==> src/rtl/core/hpfl_pkg.sv <==
// shared types and constants for the head pose block
// no dependencies; used by the top level and the checker
`default_nettype none
package hpfl_pkg;

  localparam int unsigned COORD_W   = 16;
  localparam int unsigned IN_DATA_W = 9 * COORD_W;
  localparam int unsigned OUT_DATA_W = 48;
  localparam int unsigned CFG_IDX_W = 8;
  localparam int unsigned CFG_DATA_W = 16;

  localparam logic [CFG_IDX_W-1:0] CFG_MOVE_THR   = 8'd0;
  localparam logic [CFG_IDX_W-1:0] CFG_NOSE_RATIO = 8'd1;

  localparam logic [14:0] THR_RESET   = 15'd1638;
  localparam logic [14:0] RATIO_RESET = 15'd13107;

  localparam logic [17:0] Q14_ONE  = 18'd16384;
  localparam logic [17:0] Q14_TWO  = 18'd32768;
  localparam logic [17:0] Q14_HALF = 18'd8192;

  typedef enum logic [3:0] {
    S_IDLE, S_SQX, S_SQY, S_SQRT_INIT, S_SQRT, S_PDEN,
    S_DINIT, S_DIV, S_DPOST, S_FIN
  } state_t;

  typedef enum logic [1:0] {
    PH_YAW, PH_PITCH, PH_ROLL
  } phase_t;

endpackage
`default_nettype wire

==> src/rtl/core/head_pose_from_landmarks.sv <==
// head pose (pitch, yaw, roll) from facial landmarks, sequential core
// depends on hpfl_pkg; one shared multiplier and one shared subtractor
//
//  channel | dir | handshake           | content
//  s_*     | in  | s_tvalid / s_tready | landmarks (tdata), complete flag (tuser)
//  m_*     | out | m_tvalid / m_tready | pitch, yaw, roll (tdata), moving (tuser)
//  cfg_*   | in  | cfg_valid/cfg_ready | register index, write data
//
// a result is loaded into the output register before the next item can be taken
// the divisions are skipped when the landmarks are incomplete or the eye distance is zero,
// and the pitch division when nose_ratio is zero; the 25-step square root and three divisions
// (setup, 18 quotient bits, post) all run on one shared 60-bit subtractor
// rst is synchronous; it clears the sequencer, output valid and previous pose, and presets the registers
// input is taken only in idle; a finished result waits in the output register
// while the next item is accepted, and stalls the core only when it is still untaken
`default_nettype none
module head_pose_from_landmarks (
  input  wire                                 clk,
  input  wire                                 rst,
  input  wire                                 s_tvalid,
  output logic                                s_tready,
  // left_eye_x, left_eye_y, right_eye_x, right_eye_y, nose_y,
  // mouth_left_x, mouth_right_x, face_left_x, face_right_x
  input  wire  [hpfl_pkg::IN_DATA_W-1:0]      s_tdata,
  // landmarks_complete
  input  wire                                 s_tuser,
  output logic                                m_tvalid,
  input  wire                                 m_tready,
  // pitch [15:0], yaw [31:16], roll [46:32], zero pad [47]
  output logic [hpfl_pkg::OUT_DATA_W-1:0]     m_tdata,
  // moving flag
  output logic                                m_tuser,
  input  wire                                 cfg_valid,
  output logic                                cfg_ready,
  input  wire  [hpfl_pkg::CFG_IDX_W-1:0]      cfg_index,
  input  wire  [hpfl_pkg::CFG_DATA_W-1:0]     cfg_data
);
  import hpfl_pkg::*;

  state_t state, state_next;
  phase_t phase;

  logic [4:0]  cnt;
  logic        complete;
  logic [15:0] adx, ady;
  logic        dy_pos;
  logic [16:0] dmag, mmag;
  logic        drop_neg, moff_neg;
  logic [32:0] sq;
  logic [53:0] acc;
  logic [48:0] rt, sbit;
  logic [58:0] dreg;
  logic [17:0] q;
  logic [24:0] e;
  logic [39:0] pden;
  logic [15:0] pitch_r, yaw_r;
  logic [14:0] roll_r;
  logic [15:0] prev_pitch, prev_yaw;
  logic [14:0] prev_roll;
  logic [14:0] thr, ratio;

  // input unpacking
  logic [15:0] lx, ly, rx, ry, ny, mlx, mrx, flx, frx;
  assign lx  = s_tdata[15:0];
  assign ly  = s_tdata[31:16];
  assign rx  = s_tdata[47:32];
  assign ry  = s_tdata[63:48];
  assign ny  = s_tdata[79:64];
  assign mlx = s_tdata[95:80];
  assign mrx = s_tdata[111:96];
  assign flx = s_tdata[127:112];
  assign frx = s_tdata[143:128];

  // nose drop and mouth offset, both doubled, signed
  logic signed [18:0] drop2, moff2;
  assign drop2 = $signed({2'b0, ny, 1'b0}) - $signed({3'b0, ly}) - $signed({3'b0, ry});
  assign moff2 = $signed({3'b0, mlx}) + $signed({3'b0, mrx})
               - $signed({3'b0, flx}) - $signed({3'b0, frx});

  // shared multiplier
  logic [24:0] mul_a;
  logic [15:0] mul_b;
  logic [40:0] prod;
  assign prod = 41'(mul_a) * 41'(mul_b);

  // shared subtractor: acc minus operand, borrow says less than
  logic [58:0] sub_b;
  logic [59:0] diff;
  logic        ge;
  assign diff = {6'b0, acc} - {1'b0, sub_b};
  assign ge   = ~diff[59];

  // operand selection and handshake outputs
  always_comb begin
    s_tready  = (state == S_IDLE);
    cfg_ready = 1'b1;
    mul_a     = 25'(adx);
    mul_b     = adx;
    sub_b     = dreg;
    case (state)
      S_SQY: begin
        mul_a = 25'(ady);
        mul_b = ady;
      end
      S_PDEN: begin
        mul_a = rt[24:0];
        mul_b = {1'b0, ratio};
      end
      S_SQRT: begin
        sub_b = {10'b0, rt | sbit};
      end
      default: begin
      end
    endcase
  end

  // next state
  logic out_free;
  assign out_free = ~m_tvalid | m_tready;

  always_comb begin
    state_next = state;
    case (state)
      S_IDLE:      if (s_tvalid) state_next = S_SQX;
      S_SQX:       state_next = S_SQY;
      S_SQY:       state_next = S_SQRT_INIT;
      S_SQRT_INIT: state_next = S_SQRT;
      S_SQRT:      if (cnt == 5'd0) state_next = S_PDEN;
      S_PDEN: begin
        if (!complete || rt == 49'd0) state_next = S_FIN;
        else state_next = S_DINIT;
      end
      S_DINIT: begin
        // zero expected drop skips the pitch division
        if (!(phase == PH_PITCH && pden == 40'd0)) state_next = S_DIV;
      end
      S_DIV:       if (cnt == 5'd0) state_next = S_DPOST;
      S_DPOST: begin
        if (phase == PH_ROLL) state_next = S_FIN;
        else state_next = S_DINIT;
      end
      S_FIN:       if (out_free) state_next = S_IDLE;
      default:     state_next = S_IDLE;
    endcase
  end

  // movement test against the previous pose
  logic [16:0] dp, dyw, dr, ap, ayw, ar;
  logic        moving;
  always_comb begin
    dp  = {pitch_r[15], pitch_r} - {prev_pitch[15], prev_pitch};
    dyw = {yaw_r[15], yaw_r} - {prev_yaw[15], prev_yaw};
    dr  = {{2{roll_r[14]}}, roll_r} - {{2{prev_roll[14]}}, prev_roll};
    ap  = dp[16]  ? -dp  : dp;
    ayw = dyw[16] ? -dyw : dyw;
    ar  = dr[16]  ? -dr  : dr;
    moving = (ap > {2'b0, thr}) || (ayw > {2'b0, thr}) || (ar > {2'b0, thr});
  end

  // clamped magnitudes of the quotient
  logic [17:0] ymag, pmag, rmag;
  assign ymag = (q > Q14_ONE)  ? Q14_ONE  : q;
  assign pmag = (q > Q14_TWO)  ? Q14_TWO  : q;
  assign rmag = (q > Q14_HALF) ? Q14_HALF : q;

  always_ff @(posedge clk) begin
    if (rst) begin
      state      <= S_IDLE;
      m_tvalid   <= 1'b0;
      prev_pitch <= '0;
      prev_yaw   <= '0;
      prev_roll  <= '0;
      thr        <= THR_RESET;
      ratio      <= RATIO_RESET;
    end else begin
      state <= state_next;
      if (cfg_valid) begin
        if (cfg_index == CFG_MOVE_THR) thr <= cfg_data[14:0];
        else if (cfg_index == CFG_NOSE_RATIO) ratio <= cfg_data[14:0];
      end
      if (state == S_FIN && out_free) begin
        m_tvalid   <= 1'b1;
        prev_pitch <= pitch_r;
        prev_yaw   <= yaw_r;
        prev_roll  <= roll_r;
      end else if (m_tready) begin
        m_tvalid <= 1'b0;
      end
    end
  end

  // datapath, no reset needed
  always_ff @(posedge clk) begin
    case (state)
      S_IDLE: begin
        if (s_tvalid) begin
          complete <= s_tuser;
          adx      <= (rx >= lx) ? rx - lx : lx - rx;
          ady      <= (ry >= ly) ? ry - ly : ly - ry;
          dy_pos   <= (ry > ly);
          drop_neg <= drop2[18];
          dmag     <= drop2[18] ? 17'(-drop2) : drop2[16:0];
          moff_neg <= moff2[18];
          mmag     <= moff2[18] ? 17'(-moff2) : moff2[16:0];
        end
      end
      S_SQX: sq <= prod[32:0];
      S_SQY: sq <= sq + prod[32:0];
      S_SQRT_INIT: begin
        acc  <= {5'b0, sq, 16'b0};
        rt   <= '0;
        sbit <= {1'b1, 48'b0};
        cnt  <= 5'd24;
      end
      S_SQRT: begin
        if (ge) begin
          acc <= diff[53:0];
          rt  <= (rt >> 1) + sbit;
        end else begin
          rt <= rt >> 1;
        end
        sbit <= sbit >> 2;
        cnt  <= cnt - 5'd1;
      end
      S_PDEN: begin
        e       <= rt[24:0];
        pden    <= prod[39:0];
        phase   <= PH_YAW;
        pitch_r <= '0;
        yaw_r   <= '0;
        roll_r  <= '0;
      end
      S_DINIT: begin
        q   <= '0;
        cnt <= 5'd17;
        case (phase)
          PH_PITCH: begin
            acc  <= {1'b0, dmag, 36'b0} + {14'b0, pden};
            dreg <= {1'b0, pden, 1'b0, 17'b0};
            if (pden == 40'd0) phase <= PH_ROLL;
          end
          PH_ROLL: begin
            acc  <= {15'b0, mmag, 22'b0} + {29'b0, e};
            dreg <= {16'b0, e, 1'b0, 17'b0};
          end
          default: begin
            acc  <= {15'b0, ady, 23'b0} + {29'b0, e};
            dreg <= {16'b0, e, 1'b0, 17'b0};
          end
        endcase
      end
      S_DIV: begin
        if (ge) acc <= diff[53:0];
        q    <= {q[16:0], ge};
        dreg <= dreg >> 1;
        cnt  <= cnt - 5'd1;
      end
      S_DPOST: begin
        case (phase)
          PH_PITCH: begin
            pitch_r <= drop_neg ? -Q14_ONE[15:0] : pmag[15:0] - Q14_ONE[15:0];
            phase   <= PH_ROLL;
          end
          PH_ROLL: roll_r <= moff_neg ? -rmag[14:0] : rmag[14:0];
          default: begin
            yaw_r <= dy_pos ? -ymag[15:0] : ymag[15:0];
            phase <= PH_PITCH;
          end
        endcase
      end
      S_FIN: begin
        if (out_free) begin
          m_tdata <= {1'b0, roll_r, yaw_r, pitch_r};
          m_tuser <= moving;
        end
      end
      default: begin
      end
    endcase
  end

endmodule
`default_nettype wire

==> config.mk <==
export PLATFORM = sky130hd
export DESIGN_NAME = head_pose_from_landmarks
export DESIGN_NICKNAME = d
export VERILOG_FILES = /design/src/rtl/core/hpfl_pkg.sv /design/src/rtl/core/head_pose_from_landmarks.sv
export SDC_FILE = /design/constraint.sdc
export NUM_CORES = 2
export LEC_CHECK = 0
export BUFFER_PORTS_ARGS = -buffer_cell sky130_fd_sc_hd__buf_4
export CORE_ASPECT_RATIO = 1.1
export CORE_MARGIN = 1.5
export CORE_UTILIZATION = 30
export DETAILED_ROUTE_END_ITERATION = 12
export PLACE_DENSITY_LB_ADDON = 0.15
export SYNTH_ARGS = -nofsm -noshare
export SYNTH_HDL_FRONTEND = slang
export SYNTH_SLANG_ARGS = --single-unit
==> constraint.sdc <==
create_clock -name clk -period 14.3 [get_ports clk]
set_clock_uncertainty 0.1 [all_clocks]
set_input_delay 1.43 -clock clk [delete_from_list [all_inputs] [get_ports clk]]
set_output_delay 1.43 -clock clk [all_outputs]
set_load 0.02 [all_outputs]
==> impl_metrics.py <==
metrics = {
    "clock_network": {
        "path_clk_slew_ns": 0.06,
        "cts_root_buf": "clkbuf_16",
        "cts_max_level": 3,
        "worstSkewPairLatency_ns": 0.67,
        "clock-sinks": 555,
        "tritoncts": "built",
        "cts_setup_buffers": 0,
        "hold_buffers": 0,
        "numCtsBuffers": 72,
        "clk_path_buf_depth": 3,
        "cts_resized": 0,
    },
    "layout": {
        "num-fill-cells": 18790,
        "layout_commonest_cell": "nand2_1",
        "drive_gt1_share_pct": 7.633,
        "seqCellArea_um2": 15850,
        "fin_nets": 7150,
        "mostFrequentLayoutCells": "nand2_1, inv_1, edfxtp_1",
        "syn_to_final_growth_pct": 12.32,
        "multi_input_area_um2": 34860,
    },
    "critical_path": {
        "crit_required_ns": 14.61,
        "cp_max_fo": 66,
        "cp_common_cell": "fa_1",
        "path_buf_inv": 8,
        "timing.rr.start": "state[0]",
        "end_kind": "flip-flop",
        "reg2regPathDepth": 40,
        "critical-path-max-stage-delay_ns": 0.63,
        "worstSetupPathType": "reg2reg",
        "slowest_stage": "inv_4",
        "timing.rr.end": "sq[32]",
        "crit_family": "adder cells",
        "r2r_slack_ns": 2.59,
        "cp.arrival_ns": 12.02,
        "worstSetupStartpointType": "flip-flop",
    },
    "die": {
        "die-area_um2": 182600,
        "coreArea_um2": 179100,
        "start_util_pct": 30.16,
        "die_width_um": 407.5,
        "io_pins": 226,
        "die_h_um": 448.0,
        "rows": 163,
    },
    "grt": {
        "antenna_found_initial": 7,
        "overflow": 0,
        "grt_usage_pct": 19.94,
        "grt_max_degree": 83,
        "grt_pass1_wl_um": 278200,
        "grt_pass1_vias": 44220,
    },
    "outcome": {
        "outcome": "completed",
    },
    "place": {
        "dpl.hpwl_um": 145500,
        "place_congestion": 0.8977,
        "port_buffers": 222,
    },
    "logic_synthesis": {
        "yosysUniqueCellTypes": 85,
        "synthFlopType": "edfxtp_1",
        "synth_simple_gate_area_share_pct": 16.30,
        "synth_area_um2": 54000,
        "synth_top_family_by_area": "adder cells",
        "synth.area.top_cells": "edfxtp_1, fa_1, ha_1, nand2_1, inv_1",
        "syn_avg_cell_area_um2": 8.943,
        "synthCells": 6038,
        "synth-edff-count": 473,
        "synth_top_area_share_pct": 26.30,
        "ys_async_sr_fraction_pct": 0,
        "synthXorXnorAreaFrac_pct": 6.066,
        "yosys.area_share.adder_pct": 23.63,
        "synth-seq-cells": 555,
        "synth_compound_area_share_pct": 16.42,
        "yosys_warnings": 0,
        "synth_mux_area_share_pct": 1.893,
        "yosysSeqAreaShare_pct": 29.34,
        "yosysTopAreaCell": "edfxtp_1",
    },
    "timing": {
        "setup_violations": 0,
        "rsz0062_at_grt": "false",
        "worst_pin_slew_ns": 1.152,
        "slew_viol_final": 0,
        "hold_violations": 0,
        "setup_tns_ns": 0,
        "max_freq_ghz": 0.08537,
        "slew_headroom_pct": 23.04,
        "min_period_ns": 11.71,
        "fin_crit_sh_pct": 81.92,
    },
    "hold_path": {
        "hp-start": "prev_yaw[2]",
        "min_to": "prev_yaw[2]",
        "hold_path_class": "reg2reg",
        "hold_depth": 2,
    },
    "drt": {
        "num_vias": 44550,
        "wl_met1_um": 77390,
        "via_per_inst": 5.169,
        "routed-wl-met3_um": 9646,
        "antenna_left": 0,
        "wl_per_cell_um": 21.49,
        "drt_iter0_markers": 3228,
        "drtPass1Iterations": 8,
        "drt-total-wl_um": 185200,
        "wl_met2_um": 91630,
        "top_layer_used": "met5",
        "post-route-drc-count": 0,
    },
    "flow_run": {
        "max_cap_violations": 0,
    },
}
[per-layer routing]
layer  vias up  global-route usage (%)
li1      21170                       -
met1     21870                   24.64
met2      1235                   35.47
met3       266                   2.762
met4         2                   6.835
met5         -                       0
[cells in the mapped netlist, types with 10 or more instances]
library cell and instances:
or2_2 18, ha_1 460, a22oi_1 59, edfxtp_1 473
mux2i_1 92, a21oi_1 358, o41ai_1 11, a21boi_0 23
nor3_1 73, nand4_1 47, a221oi_1 18, o31ai_1 31
nor4_1 36, and4_1 10, nand2_1 800, o21ai_0 303
dfxtp_1 82, buf_2 12, nand3_1 82, o211ai_1 35
buf_1 14, o21bai_1 22, a31oi_1 63, xor2_1 157
and3_1 80, o21a_1 52, o221ai_1 12, a21o_1 150
clkbuf_1 213, or3_1 59, nand2b_1 45, a211oi_1 65
nor2_1 464, a211o_1 23, and2_1 92, nor2b_1 69
a31o_2 21, xnor2_1 217, o31a_1 11, o22ai_1 22
fa_1 350, inv_1 659
[state kept, by name, summed over array words and instances, names as in the netlist, 16 cells and up]
name        count
acc            54
adx            16
ady            16
dmag           16
dreg           58
e              25
m_tdata        47
mmag           17
pden           40
pitch_r        16
prev_pitch     16
prev_yaw       16
q              18
rt             49
sbit           25
sq             33
yaw_r          16
[worst register-to-register path, delay by kind of cell, from the launching register on]
family | cells | cell delay (ns)
compound gates | 13 | 2.93
xor+xnor | 2 | 0.27
fa+ha+maj | 8 | 3.68
buf+inv | 8 | 1.76
flops | 1 | 0.57
mux | 1 | 0.24
simple gates | 8 | 1.91
[cell families (layout without fill, tap and decap cells)]
| logic type | after synthesis | in the layout |
|---|---|---|
| flops | 555 | 555 |
| xor+xnor | 374 | 374 |
| buf+inv | 903 | 1080 |
| fa+ha+maj | 810 | 810 |
| compound gates | 1371 | 1371 |
| other cells | 2 | 13 |
| mux | 101 | 101 |
| simple gates | 1922 | 1922 |
[metrics by stage]
stage	hold slack, ns	area, um^2	worst slack [ns]	util [%]	std cells
after floorplan	0.3206	54030	4.094	-	6046
after CTS	0.3558	60650	2.649	33.87	8615
after detailed placement	0.3482	58350	2.699	32.59	8484
final	0.3523	60650	2.586	33.87	8618
after global placement	0.3425	58350	2.860	32.59	8484
after global routing	0.3694	60650	1.849	33.87	8616
[area by class of cell]
class / count / share of cell area, %
Sequential cell: 555 / 26.12
Multi-Input combinational cell: 4588 / 57.47
Clock inverter: 39 / 0.5838
Inverter: 659 / 4.087
Antenna cell: 3 / 0.01238
Clock buffer: 92 / 3.195
Timing Repair Buffer: 290 / 3.589
Tap cell: 2392 / 4.934
[worst max-delay path by stage]
stage | startpoint | to | slack, ns | cells after the start
6_report | state[0] | sq[32] | 2.59 | 40
5_1_grt | state[0] | sq[32] | 1.85 | 40
4_1_cts | state[0] | sq[32] | 2.65 | 40
3_5_place_dp | state[0] | sq[32] | 2.70 | 40
3_3_place_gp | state[0] | sq[32] | 2.86 | 40
2_1_floorplan | state[2] | sq[32] | 4.09 | 29
Power is left out: the tool's default activity adds up to more than one toggle a clock period on the data nets, which glitch-free logic cannot reach.
